## src/rtl/core/tdq_pkg.sv

```systemverilog
`default_nettype none
// ----------------------------------------------------------------------------
// tdq_pkg
// Shared sizes, task kinds, the task entry and the dispatch decision record.
// ----------------------------------------------------------------------------
package tdq_pkg;

    localparam int QUEUE_DEPTH = 16;
    localparam int STACK_DEPTH = 8;
    localparam int TAG_BITS    = 8;

    localparam int QA_W = $clog2(QUEUE_DEPTH);
    localparam int QC_W = $clog2(QUEUE_DEPTH + 1);
    localparam int SA_W = (STACK_DEPTH > 1) ? $clog2(STACK_DEPTH) : 1;
    localparam int SC_W = $clog2(STACK_DEPTH + 1);

    localparam int IN_DATA_W  = ((TAG_BITS + 5 + 7) / 8) * 8;
    localparam int IN_USER_W  = 2;
    localparam int OUT_DATA_W = ((2 * TAG_BITS + 5 + QC_W + SC_W + 7) / 8) * 8;
    localparam int OUT_USER_W = 4;

    typedef logic [1:0] t_kind;

    localparam t_kind KIND_PRINT   = 2'd0;
    localparam t_kind KIND_ADD     = 2'd1;
    localparam t_kind KIND_HASH    = 2'd2;
    localparam t_kind KIND_UNKNOWN = 2'd3;

    typedef struct packed {
        t_kind               kind;
        logic [TAG_BITS-1:0] tag;
    } t_task;

    typedef struct packed {
        logic            sg_valid;
        logic            qg_valid;
        logic            defer;
        logic            overflow;
        logic            dropped;
        logic            enq;
        logic            deq;
        logic [SA_W-1:0] s_wr_idx;
        logic [SC_W-1:0] s_cnt_nxt;
        logic [QC_W-1:0] q_cnt_nxt;
    } t_dec;

    function automatic logic unit_free(t_kind k, logic [2:0] busy);
        case (k)
            KIND_PRINT: return !busy[0];
            KIND_ADD:   return !busy[1];
            KIND_HASH:  return !busy[2];
            default:    return 1'b0;
        endcase
    endfunction

    function automatic logic [2:0] unit_mask(t_kind k);
        case (k)
            KIND_PRINT: return 3'b001;
            KIND_ADD:   return 3'b010;
            KIND_HASH:  return 3'b100;
            default:    return 3'b000;
        endcase
    endfunction

endpackage
`default_nettype wire

```

## src/rtl/core/tdq_decide.sv

```systemverilog
`default_nettype none
// ----------------------------------------------------------------------------
// tdq_decide
// One tick of dispatch: stack pop, queue grant or deferral, arrival append.
// ----------------------------------------------------------------------------
module tdq_decide (
    input  wire logic                     i_halt,
    input  wire logic [2:0]               i_busy,
    input  wire logic                     i_arrive_valid,
    input  wire tdq_pkg::t_task           i_top,
    input  wire logic [tdq_pkg::SC_W-1:0] i_s_cnt,
    input  wire tdq_pkg::t_task           i_head,
    input  wire logic [tdq_pkg::QC_W-1:0] i_q_cnt,
    output tdq_pkg::t_dec                 o_dec
);

    logic                     w_sg;
    logic                     w_qg;
    logic                     w_want_defer;
    logic                     w_defer;
    logic                     w_enq;
    logic [2:0]               w_busy_eff;
    logic [tdq_pkg::SC_W-1:0] w_s_cnt_pop;
    logic [tdq_pkg::QC_W-1:0] w_q_cnt_deq;

    always_comb begin
        w_sg = !i_halt && (i_s_cnt != '0) && tdq_pkg::unit_free(i_top.kind, i_busy);
        w_busy_eff = i_busy | (w_sg ? tdq_pkg::unit_mask(i_top.kind) : 3'b000);
        w_s_cnt_pop = i_s_cnt - tdq_pkg::SC_W'(w_sg);

        w_qg = !i_halt && (i_q_cnt != '0) && tdq_pkg::unit_free(i_head.kind, w_busy_eff);
        w_want_defer = !i_halt && (i_q_cnt != '0) && (i_head.kind != tdq_pkg::KIND_UNKNOWN)
                       && !w_qg;
        w_defer = w_want_defer && (w_s_cnt_pop < tdq_pkg::SC_W'(tdq_pkg::STACK_DEPTH));
        w_q_cnt_deq = i_q_cnt - tdq_pkg::QC_W'(w_qg || w_defer);

        w_enq = i_arrive_valid && (w_q_cnt_deq < tdq_pkg::QC_W'(tdq_pkg::QUEUE_DEPTH));

        o_dec.sg_valid  = w_sg;
        o_dec.qg_valid  = w_qg;
        o_dec.defer     = w_defer;
        o_dec.overflow  = w_want_defer && !w_defer;
        o_dec.dropped   = i_arrive_valid && !w_enq;
        o_dec.enq       = w_enq;
        o_dec.deq       = w_qg || w_defer;
        o_dec.s_wr_idx  = w_s_cnt_pop[tdq_pkg::SA_W-1:0];
        o_dec.s_cnt_nxt = w_s_cnt_pop + tdq_pkg::SC_W'(w_defer);
        o_dec.q_cnt_nxt = w_q_cnt_deq + tdq_pkg::QC_W'(w_enq);
    end

endmodule
`default_nettype wire

```

## src/rtl/core/task_dispatcher_queue_stack.sv

```systemverilog
`default_nettype none
// ----------------------------------------------------------------------------
// task_dispatcher_queue_stack
// Task dispatcher with a FIFO queue and a LIFO deferral stack in memories.
// ----------------------------------------------------------------------------
// result: the result register loads in S_EXEC, when the output is free or taken
// flow: no new item is taken until the last one leaves S_EXEC; the queue head and
//   stack top memories are read on accept, then updated and written back in S_EXEC
// reset: synchronous, clears pointers, counts, state and output valid;
//   memory contents are not cleared and no clearing pass runs
module task_dispatcher_queue_stack (
    input  wire logic                           i_clk,
    input  wire logic                           i_rst_n,
    input  wire logic                           i_s_axis_tvalid,
    output      logic                           o_s_axis_tready,
    // arrive_valid, arrive_tag, print_unit_busy, add_unit_busy, hash_unit_busy, halt
    input  wire logic [tdq_pkg::IN_DATA_W-1:0]  i_s_axis_tdata,
    // arrive_kind
    input  wire logic [tdq_pkg::IN_USER_W-1:0]  i_s_axis_tuser,
    output      logic                           o_m_axis_tvalid,
    input  wire logic                           i_m_axis_tready,
    // stack_grant_valid, stack_grant_tag, queue_grant_valid, queue_grant_tag,
    // deferred, stack_overflow, arrival_dropped, queue_level, stack_level
    output      logic [tdq_pkg::OUT_DATA_W-1:0] o_m_axis_tdata,
    // stack_grant_kind, queue_grant_kind
    output      logic [tdq_pkg::OUT_USER_W-1:0] o_m_axis_tuser
);

    localparam int TB = tdq_pkg::TAG_BITS;

    typedef enum logic [1:0] {
        S_IDLE = 2'b01,
        S_EXEC = 2'b10
    } t_state;

    t_state r_state, n_state;

    logic [tdq_pkg::QA_W-1:0] r_q_head;
    logic [tdq_pkg::QA_W-1:0] r_q_tail;
    logic [tdq_pkg::QC_W-1:0] r_q_cnt;
    logic [tdq_pkg::SC_W-1:0] r_s_cnt;

    tdq_pkg::t_task r_q_mem [tdq_pkg::QUEUE_DEPTH];
    tdq_pkg::t_task r_s_mem [tdq_pkg::STACK_DEPTH];
    tdq_pkg::t_task r_q_rd;
    tdq_pkg::t_task r_s_rd;

    logic           r_arr_valid;
    tdq_pkg::t_task r_arr_task;
    logic [2:0]     r_busy;
    logic           r_halt;

    logic                           r_out_valid;
    logic [tdq_pkg::OUT_DATA_W-1:0] r_out_data;
    logic [tdq_pkg::OUT_USER_W-1:0] r_out_user;

    logic                     w_accept;
    logic                     w_exec;
    logic [tdq_pkg::SC_W-1:0] w_s_top;
    tdq_pkg::t_dec            w_dec;
    tdq_pkg::t_kind           w_sg_kind;
    tdq_pkg::t_kind           w_qg_kind;
    logic [TB-1:0]            w_sg_tag;
    logic [TB-1:0]            w_qg_tag;

    assign o_s_axis_tready = (r_state == S_IDLE);
    assign w_accept        = i_s_axis_tvalid && o_s_axis_tready;
    assign w_exec          = (r_state == S_EXEC) && (!r_out_valid || i_m_axis_tready);
    assign w_s_top         = r_s_cnt - tdq_pkg::SC_W'(1);

    always_ff @(posedge i_clk) begin
        if (w_accept) begin
            r_q_rd <= r_q_mem[r_q_head];
        end
        if (w_exec && w_dec.enq) begin
            r_q_mem[r_q_tail] <= r_arr_task;
        end
    end

    always_ff @(posedge i_clk) begin
        if (w_accept) begin
            r_s_rd <= r_s_mem[w_s_top[tdq_pkg::SA_W-1:0]];
        end
        if (w_exec && w_dec.defer) begin
            r_s_mem[w_dec.s_wr_idx] <= r_q_rd;
        end
    end

    tdq_decide u_decide (
        .i_halt         (r_halt),
        .i_busy         (r_busy),
        .i_arrive_valid (r_arr_valid),
        .i_top          (r_s_rd),
        .i_s_cnt        (r_s_cnt),
        .i_head         (r_q_rd),
        .i_q_cnt        (r_q_cnt),
        .o_dec          (w_dec)
    );

    always_comb begin
        n_state = r_state;
        unique case (r_state)
            S_IDLE: begin
                if (w_accept) begin
                    n_state = S_EXEC;
                end
            end
            S_EXEC: begin
                if (w_exec) begin
                    n_state = S_IDLE;
                end
            end
            default: n_state = S_IDLE;
        endcase
    end

    always_comb begin
        w_sg_kind = w_dec.sg_valid ? r_s_rd.kind : tdq_pkg::KIND_PRINT;
        w_sg_tag  = w_dec.sg_valid ? r_s_rd.tag : '0;
        w_qg_kind = w_dec.qg_valid ? r_q_rd.kind : tdq_pkg::KIND_PRINT;
        w_qg_tag  = w_dec.qg_valid ? r_q_rd.tag : '0;
    end

    always_ff @(posedge i_clk) begin
        if (w_accept) begin
            r_arr_valid     <= i_s_axis_tdata[0];
            r_arr_task.tag  <= i_s_axis_tdata[TB:1];
            r_arr_task.kind <= i_s_axis_tuser[1:0];
            r_busy          <= i_s_axis_tdata[TB+3:TB+1];
            r_halt          <= i_s_axis_tdata[TB+4];
        end
        if (w_exec) begin
            r_out_data <= tdq_pkg::OUT_DATA_W'({w_dec.s_cnt_nxt, w_dec.q_cnt_nxt,
                                                w_dec.dropped, w_dec.overflow, w_dec.defer,
                                                w_qg_tag, w_dec.qg_valid,
                                                w_sg_tag, w_dec.sg_valid});
            r_out_user <= {w_qg_kind, w_sg_kind};
        end
    end

    always_ff @(posedge i_clk) begin
        if (!i_rst_n) begin
            r_state     <= S_IDLE;
            r_q_head    <= '0;
            r_q_tail    <= '0;
            r_q_cnt     <= '0;
            r_s_cnt     <= '0;
            r_out_valid <= 1'b0;
        end else begin
            r_state <= n_state;
            if (w_exec) begin
                r_out_valid <= 1'b1;
                r_q_cnt     <= w_dec.q_cnt_nxt;
                r_s_cnt     <= w_dec.s_cnt_nxt;
                if (w_dec.deq) begin
                    r_q_head <= (r_q_head == tdq_pkg::QA_W'(tdq_pkg::QUEUE_DEPTH - 1))
                                ? '0 : r_q_head + tdq_pkg::QA_W'(1);
                end
                if (w_dec.enq) begin
                    r_q_tail <= (r_q_tail == tdq_pkg::QA_W'(tdq_pkg::QUEUE_DEPTH - 1))
                                ? '0 : r_q_tail + tdq_pkg::QA_W'(1);
                end
            end else if (i_m_axis_tready) begin
                r_out_valid <= 1'b0;
            end
        end
    end

    assign o_m_axis_tvalid = r_out_valid;
    assign o_m_axis_tdata  = r_out_data;
    assign o_m_axis_tuser  = r_out_user;

endmodule
`default_nettype wire

```

## config.mk

```make
export PLATFORM = sky130hd
export DESIGN_NAME = task_dispatcher_queue_stack
export DESIGN_NICKNAME = d
export VERILOG_FILES = /design/src/rtl/core/tdq_pkg.sv /design/src/rtl/core/tdq_decide.sv /design/src/rtl/core/task_dispatcher_queue_stack.sv
export SDC_FILE = /design/constraint.sdc
export NUM_CORES = 1
export LEC_CHECK = 0
export BUFFER_PORTS_ARGS = -buffer_cell sky130_fd_sc_hd__buf_4
export CORE_MARGIN = 1
export CORE_UTILIZATION = 40
export DETAILED_ROUTE_END_ITERATION = 6
export GPL_TIMING_DRIVEN = 0
export PLACE_DENSITY_LB_ADDON = 0.08
export SLEW_MARGIN = 20
export SYNTH_ARGS = -nofsm -noshare
export SYNTH_HDL_FRONTEND = slang
export SYNTH_SLANG_ARGS = --single-unit
```

## constraint.sdc

```tcl
create_clock -name i_clk -period 6.2 [get_ports i_clk]
set_input_delay 0.62 -clock i_clk [delete_from_list [all_inputs] [get_ports i_clk]]
set_output_delay 0.62 -clock i_clk [all_outputs]
set_load 0.05 [all_outputs]
```

# == After elaboration in Yosys (flattened, before gate mapping) ==
# Memory sizes are Yosys's and may differ from the RTL's. A register that Yosys moved wholly into a read port is not among the register bits.
# Cells that the tools add are included.
# op_classes
add_sub_neg,7
n_reduce_logical,35
bitwise_logic,1
mul,0
shift,0
n_div,0
eq_ne,11
n_mux,15
magnitude_cmp,2
# ops
cell,n
1-bit logical AND,14
1-bit logical NOT,11
3-bit case mux with 3 select lines,1
4-bit by 1-bit adder with 4-bit output (second input constant),2
4-bit == test (second input constant),2
4-bit two-way mux,2
2-bit by 1-bit == test with 1-bit output (second input constant),3
2-bit == test (second input constant),3
1-bit two-way mux,6
1-bit case mux with 3 select lines,2
2-bit AND reduction,3
5-bit by 1-bit adder with 5-bit output,1
5-bit less-than comparator (second input constant),1
5-bit nonzero test,1
5-bit by 1-bit subtractor with 5-bit output,1
4-bit by 1-bit adder with 4-bit output,1
2-bit logical NOT,2
4-bit less-than comparator (second input constant),1
2-bit two-way mux,2
2-bit != test (second input constant),2
2-bit case mux with 2 select lines,1
4-bit nonzero test,1
4-bit by 1-bit subtractor with 4-bit output,1
3-bit two-way mux,1
5 further kinds,6
# totals
ramBits,240
regBits,69
n_memories,2
latchBits,0
rom_bits,0
# mem_list
name,words,width,read_ports,rd_ports_with_merged_regs,wr,line_no,text
r_q_mem,16,10,1,1,1,task_dispatcher_queue_stack.sv:43,tdq_pkg::t_task r_q_mem [tdq_pkg::QUEUE_DEPTH];
r_s_mem,8,10,1,1,1,task_dispatcher_queue_stack.sv:44,tdq_pkg::t_task r_s_mem [tdq_pkg::STACK_DEPTH];

# == Longest topological paths before layout ==
# Gate-level depths: netlist of run 1.
# logic_depth
depth_word,18
ltp_mapped,22
ltp_nobuf,21

# == Hierarchy ==
# Synthesis of run 1 repeated with hierarchy kept, for this count alone.
# hier_totals
hier_cells,666
hier_area_um2,12807.3
# by_module_without_submodules
module,cells_per_inst,seq_area_each_um2,area_per_inst_um2,instances
task_dispatcher_queue_stack,596,9679.3,12294.3,1
tdq_decide,70,0.0,513.0,1

# == Worst setup path before layout of run 1 ==
# Ideal clock, no wire load.
# synth_path
kind,reg-to-reg
startpoint,register r_s_cnt[0] (netlist bit)
endpoint,memory r_q_mem[0][0] (netlist bit) (enable)
stages_incl_launch_ff,20
synth_period_minus_slack_ps,4952
required_time_ps,5810
setup_time_ps,390
setup_slack_ps,1248
path_buffers,2
arrival_ps,4562
cell_sequence,dfxtp_1 buf_2 inv_1 ha_1 or3b_2 o2111ai_2 inv_1 ha_1 nor3b_2 xnor2_1 a2111oi_2 nor2_1 ha_1 ha_1 nor3b_1 xnor2_1 and3_1 buf_2 nand2_1 nor3_1
# synth_lines
item,line_no,text
"start, declared",task_dispatcher_queue_stack.sv:41,logic [tdq_pkg::SC_W-1:0] r_s_cnt;
"start signal, assigned",task_dispatcher_queue_stack.sv:154,r_s_cnt <= w_dec.s_cnt_nxt;
"end, declared",task_dispatcher_queue_stack.sv:43,

==> metrics.yaml, run 1 <==
status:
  status: "completed"
synthesis:
  ys_ff_latch: 329
  yosysTopAreaCell: "edfxtp_1"
  yosysSeqAreaShare: 0.7520
  synth_common_cells: "edfxtp_1 (309), mux4_2 (60), nor2_1 (25)"
  synthArstFlopShare: 0
  synth_top_area_share: 0.7209
  netlist_area_sq_mm: 0.01287
  yosysMostFrequentCell: "edfxtp_1"
  synth_cells: 668
  syn_area_per_cell_sq_um: 19.27
  ys_warn_count: 0
  synth_cell_types: 55
  ys_dominant_reg_cell: "edfxtp_1"
  netlist_top_cells_area: "edfxtp_1 (72%), mux4_2 (10%), dfxtp_1 (3.1%)"
  synth_edf_count: 309
power_and_ir_drop:
  power.internal_uw: 3729
  ir_drop_v: 0.0002169
  switching_power_uw: 904.9
  sw_frac_of_total: 0.1953
  power.density_mw_per_mm2: 303.8
  pwr-share-seq: 0.534
  leakage_uw: 0.004925
  combPwrFrac: 0.014
  pwr-share-clk: 0.452
cts:
  clk_path_buf_depth: 3
  cts_tree: "yes"
  insertion_delay_ns: 0.52
  hold_buffers: 0
  clk_pin_slew_ns: 0.06
  cts.sinks: 329
  htreeDepth: 2
  cts-root-buf: "clkbuf_16"
  cts_buffers: 36
critical_path:
  crit_top_cell: "ha_1"
  worst-path-max-fanout: 10
  cp-end-kind: "flop"
  cp_data_arrival_time_ns: 5.91
  critPathKind: "flop to flop"
  cpPeakStageDelay_ns: 0.75
  crit_required_ns: 6.33
  path_cells: "clkbuf_4 > inv_1 > ha_1 > or3b_2 > o2111ai_2 > inv_1 > ha_1 > nor3b_2 > xnor2_1 > a2111oi_4 > nor2_1 > ha_1 > ha_1 > nor3b_1 > xnor2_1 > nand4_1 > nor2_2"
  reg2regPathDepth: 17
  slowest_stage: "nor2_2"
  cp-start-kind: "flop"
floorplanning:
  fp.dieW_um: 181.4
  start_util: 0.4068
  die_y_um: 181.4
  die_area_sq_mm: 0.03290
  row_count: 65
  core_area_sq_mm: 0.03164
  io_pins: 60
global_route:
  antenna_found_initial: 0
  overflow: 0
  grt_pass1_vias: 6668
  grtUsageTotal: 0.1681
  grt_max_degree: 37
  grt_pass1_wl_um: 40780
timing:
  fin_crit_ns: 5.775
  grt_setup_unrepaired: "false"
  setup_viol: 0
  period_share: 0.9315
  worst_slack_ns: 0.4247
  hold_viol: 0
  finalMaxSlewViolations: 0
  skew_ns: 0.01793
  slew_headroom: 0.4679
  worst_pin_slew_ns: 0.7975
  fmax_ghz: 0.1732
hold_path:
  hp-class: "primary input to flop"
  holdPathStages: 1
layout:
  fin_util: 0.4822
  n_antenna_cell: 0
  final.fill_count: 2674
  area_growth_pct: 18.53
  drive_gt1_frac: 0.3065
  final_cells: 1208
  nets: 817
  fin_area_sq_mm: 0.01526
detailed_routing:
  antenna_left: 0
  first_pass_iters: 4
  wirelength_um: 26770
  num_vias: 6293
  drc: 0
  wl_per_cell_um: 22.16
  initialDrtViolationCount: 367
  vias_per_cell: 5.209
run:
  drv_cap: 0
place:
  placed_area_sq_mm: 0.01402
  pre_cts_ws_ns: -0.09970
  hpwl_um: 17600
  portBuffers: 54
  gp_congestion: 0.7441
  dpl.cell_count: 1142
## layout make-up
| type | instances | area, sq um | share of cell area |
|---|---|---|---|
| clock buffer | 45 | 955.9 | 0.06266 |
| tap | 402 | 503.0 | 0.03297 |
| multi-input combinational | 292 | 3112 | 0.2040 |
| buffer | 30 | 155.1 | 0.01017 |
| clock inverter | 18 | 195.2 | 0.01279 |
| timing repair buffer | 74 | 588.1 | 0.03855 |
| sequential | 329 | 9679 | 0.6345 |
| inverter | 18 | 67.56 | 0.004429 |
## cells by family (layout without fill, tap and decap cells)
| family | after synthesis | after routing | share of synthesized area |
|---|---|---|---|
| fa+ha+maj | 14 | 14 | 0.01361 |
| buf+inv | 48 | 185 | 0.01701 |
| mux | 86 | 86 | 0.1266 |
| flops | 329 | 329 | 0.7520 |
| simple gates | 123 | 123 | 0.05240 |
| xor+xnor | 15 | 15 | 0.01021 |
| other cells | 1 | 2 | 0.0002914 |
| compound gates | 52 | 52 | 0.02790 |
## worst paths after layout
check	from	to	slack, ns
worst max-delay path	r_s_cnt[0]$_SDFFE_PN0P_	r_q_mem[7][7]$_DFFE_PP_	0.42
worst min-delay path	i_s_axis_tuser[1]	r_arr_task[9]$_DFFE_PP_	0.27
worst max register to register	r_s_cnt[0]$_SDFFE_PN0P_	r_q_mem[7][7]$_DFFE_PP_	0.42
worst min register to register	r_q_cnt[0]$_SDFFE_PN0P_	r_q_cnt[0]$_SDFFE_PN0P_	0.48
## worst max-delay path: cells and delay by family, from the launching register on
kind / cells / cell delay, ns
AOI/OAI and AO/OA: 2 / 0.30
xor gates and xnor gates: 2 / 0.82
adders and majority gates: 4 / 0.94
buffers and inverters: 3 / 0.66
DFF: 1 / 0.36
and+or+nand+nor: 6 / 2.30
## timing repair
item,in CTS,in global routing
endpoints found under the setup margin,120,150
gates resized for setup,6,8
pin swaps,0,1
buffers inserted,0,3
## stage by stage
step | hold slack [ns] | TNS (ns) | total power (uW)
final | 0.2739 | 0 | 4634
after CTS | 0.2610 | -7.871 | 4680
after floorplan | 0.4493 | 0 | 2548
after global routing | 0.2598 | 0 | 4776
after detailed placement | 0.4703 | -5.489 | 2590
after global placement | 0.4611 | -17.79 | 2586
## layout by cell type (no fill, tap or decap), drive strengths merged, types with 2 or more instances in the layout
cell / n
edfxtp: 309
buf: 88
clkbuf: 61
mux4: 60
nor2: 25
a21oi: 24
nand2: 23
dfxtp: 20
and2: 20
inv: 20
mux2i: 15
ha: 14
nor2b: 13
xnor2: 12
a211oi: 12
nor3: 12
mux2: 11
clkinv: 11
nand2b: 6
and3: 5
o21ai: 5
nor4: 4
bufinv: 4
a31oi: 3
xor2: 3
and4b: 2
nand3: 2
conb: 2
nor3b: 2
nor4b: 2
or3b: 2
nand4: 2
## sequential cells by signal, indices dropped and copies added, names as in the netlist, 5 cells and up
| signal | flops |
|---|---|
| r_q_mem | 160 |
| r_q_cnt | 5 |
| o_m_axis_tdata | 30 |
| r_s_mem | 80 |
| r_arr_task | 10 |
| r_q_rd | 10 |
| r_s_rd | 10 |
## metal layers
metal | track usage | vias to the layer above | wire length (um)
met3 | 0.02427 | 52 | 816
met1 | 0.2181 | 3216 | 11600
met2 | 0.2898 | 132 | 13720
met4 | 0.05763 | 0 | 634
met5 | 0 | - | 0
li1 | - | 2893 | -
## power by group through the flow
stage	Clock, uW	Sequential [uW]	Combinational [uW]
after floorplan	0	2520	28.2
after global placement	0	2520	63.0
after detailed placement	0	2520	65.6
after CTS	2140	2480	65.8
after global routing	2230	2480	69.7
final	2090	2480	64.9
Power figures use the tool's default switching activity.
==> run 2: changes to the inputs <==
--- a/config.mk
+++ b/config.mk
@@ -5,9 +5,10 @@
 export SDC_FILE = /design/constraint.sdc
 export NUM_CORES = 1
 export LEC_CHECK = 0
+export ABC_AREA = 1
 export BUFFER_PORTS_ARGS = -buffer_cell sky130_fd_sc_hd__buf_4
 export CORE_MARGIN = 1
-export CORE_UTILIZATION = 40
+export CORE_UTILIZATION = 61
 export DETAILED_ROUTE_END_ITERATION = 6
 export GPL_TIMING_DRIVEN = 0
 export PLACE_DENSITY_LB_ADDON = 0.08
==> metrics.yaml, run 2 <==
cts:
  htreeDepth: 2
  cts_resized: 0
  clk_path_buf_depth: 3
  cts_buffers: 34
  cts.sinks: 329
  clk_pin_slew_ns: 0.06
  insertion_delay_ns: 0.51
  hold_buffers: 0
  cts_tree: "yes"
  cts-root-buf: "clkbuf_16"
  cts_setup_buffers: 0
layout:
  fin_util: 0.7116
  final_cells: 1386
  largest_register: "r_q_mem"
  drive_gt1_frac: 0.1287
  final_common_cell: "edfxtp_1"
  area_growth_pct: 14.79
  layout_common_cells: "edfxtp_1 (309), nor2_1 (213), o21ai_0 (91), inv_1 (66), buf_4 (62)"
  nets: 1123
  largest_register_ffs: 160
  n_antenna_cell: 0
synthesis:
  synth_common_cells: "edfxtp_1 (309), nor2_1 (214), o21ai_0 (91)"
  synthArstFlopShare: 0
  netlist_top_cells_area: "edfxtp_1 (71%), nor2_1 (6.2%), o21ai_0 (3.5%)"
  ys_ff_latch: 329
  synth_cell_types: 39
  syn_area_per_cell_sq_um: 13.15
  ys_dominant_reg_cell: "edfxtp_1"
  netlist_area_sq_mm: 0.01299
  yosysTopAreaCell: "edfxtp_1"
  yosysSeqAreaShare: 0.7451
  synth_cells: 988
  synth_edf_count: 309
  synth_top_area_share: 0.7143
  ys_warn_count: 0
  yosysMostFrequentCell: "edfxtp_1"
place:
  portBuffers: 54
  dpl.cell_count: 1326
  gp_congestion: 0.8908
  hpwl_um: 18140
  pre_cts_ws_ns: 0.9337
floorplanning:
  io_pins: 60
  start_util: 0.6199
  row_count: 53
  die_y_um: 147.9
  die_area_sq_mm: 0.02188
  core_area_sq_mm: 0.02096
  fp.dieW_um: 147.9
global_route:
  overflow: 0
  grt_pass1_wl_um: 43000
  grt_max_degree: 31
  grt_pass1_vias: 7680
  antenna_found_initial: 0
  grtUsageTotal: 0.2641
timing:
  setup_viol: 0
  fmax_ghz: 0.1904
  slew_headroom: 0.2630
  hold_slack_ns: 0.2798
  fin_crit_ns: 5.253
  hold_viol: 0
  skew_ns: 0.01621
  grt_setup_unrepaired: "false"
  worst_pin_slew_ns: 1.101
  setup_tns_ns: 0
  worst_slack_ns: 0.9474
  period_share: 0.8472
  finalMaxSlewViolations: 0
critical_path:
  reg2regPathDepth: 19
  cpPeakStageDelay_ns: 0.83
  crit_top_cell: "ha_1"
  slowest_stage: "nor2_1"
  cp-start-kind: "flop"
  path_cells: "inv_1 > clkbuf_1 > ha_1 > a21oi_2 > nand2_1 > inv_1 > ha_1 > nand3_2 > xor2_2 > o21ai_2 > ha_1 > ha_1 > nand2_1 > xor2_1 > nor2_1 > nand2_2 > inv_1 > nand2_1 > nor2_1"
  cp_data_arrival_time_ns: 5.38
  worst-path-max-fanout: 11
  rr_endpoint: "r_q_mem[4][7]$_DFFE_PP_"
  critPathKind: "flop to flop"
  cp-end-kind: "flop"
  crit_required_ns: 6.33
  r2r_start: "r_s_cnt[0]$_SDFFE_PN0P_"
  regToRegSetupSlack_ns: 0.95
power_and_ir_drop:
  power.density_mw_per_mm2: 304.8
  ir_drop_v: 0.0002814
  leakage_uw: 0.005219
hold_path:
  hp-class: "primary input to flop"
  holdPathStages: 1
  hp-start: "i_s_axis_tdata[7]"
  min_to: "r_arr_task[6]$_DFFE_PP_"
status:
  status: "completed"
detailed_routing:
  drc: 0
  wl_per_cell_um: 20.22
  antenna_left: 0
  num_vias: 8051
  first_pass_iters: 5
  initialDrtViolationCount: 800
  vias_per_cell: 5.809
  wirelength_um: 28030
run:
  drv_cap: 0
==> run 2: cell types whose count changed after synthesis, sizes merged, moves of 13 or more <==
cell / delta
nor2b: -13
nor2: +192
mux4: -60
nand3: +29
o221ai: +17
clkbuf: +15
nand2: +39
o32ai: +22
o21ai: +89
and2: -20
inv: +51
==> run 2: cells by family after synthesis <==
logic type      count (synthesis)  synth area share
buf+inv                       117           0.03545
flops                         329            0.7451
xor+xnor                       11          0.007995
mux                            17           0.01310
fa+ha+maj                      14           0.01349
simple gates                  326            0.1027
compound gates                173           0.08187
other cells                     1         0.0002887
==> run 2: power by group <==
group	internal, uW	switching, uW	total [uW]
logic	43.8	91.7	135
registers	2460	37.5	2490
clock network	1120	796	1920
total	3620	925	4540
==> run 2: how the worst max path moves through the flow <==
stage,end,cells after the start,from
2_1_floorplan,r_q_mem[4][0]$_DFFE_PP_,19,r_s_cnt[0]$_SDFFE_PN0P_
3_3_place_gp,r_q_mem[0][2]$_DFFE_PP_,19,r_s_cnt[0]$_SDFFE_PN0P_
3_5_place_dp,r_q_mem[0][8]$_DFFE_PP_,19,r_s_cnt[0]$_SDFFE_PN0P_
4_1_cts,r_q_mem[0][1]$_DFFE_PP_,19,r_s_cnt[0]$_SDFFE_PN0P_
5_1_grt,r_q_mem[1][9]$_DFFE_PP_,19,r_s_cnt[0]$_SDFFE_PN0P_
6_report,r_q_mem[4][7]$_DFFE_PP_,19,r_s_cnt[0]$_SDFFE_PN0P_
==> run 2: per-layer routing <==
layer	GRT usage	wire, um	vias to the layer above
met1	0.3551	11320	3863
li1	-	-	3755
met5	0	0	-
met2	0.4328	13720	360
met3	0.04198	1982	73
met4	0.1108	1010	0
==> run 2: worst max-delay path: cells and delay by family, from the launching register on <==
family                   cells  cell delay [ns]
flip-flops                   1             0.41
buffers and inverters        4             0.72
AND/OR/NAND/NOR              7             1.92
AO/OA/AOI/OAI                2             0.50
adder cells (fa/ha/maj)      4             0.96
XOR/XNOR                     2             0.35
==> run 2: final cells by class <==
cell class | count | area (sq um)
Sequential cell | 329 | 9679
Fill cell | 1474 | 6043
Multi-Input combinational cell | 543 | 2902
Clock buffer | 45 | 913.4
Timing Repair Buffer | 62 | 490.5
Tap cell | 275 | 344.1
Inverter | 68 | 255.2
Buffer | 49 | 205.2
Clock inverter | 15 | 122.6
==> run 2: stage by stage <==
| stage | total power [uW] | instance area [sq um] |
|---|---|---|
| 6_report | 4545 | 14910 |
| 5_1_grt | 4661 | 14910 |
| 4_1_cts | 4558 | 14910 |
| 3_5_place_dp | 2675 | 13880 |
| 3_3_place_gp | 2668 | 13740 |
| 2_1_floorplan | 2610 | 12990 |
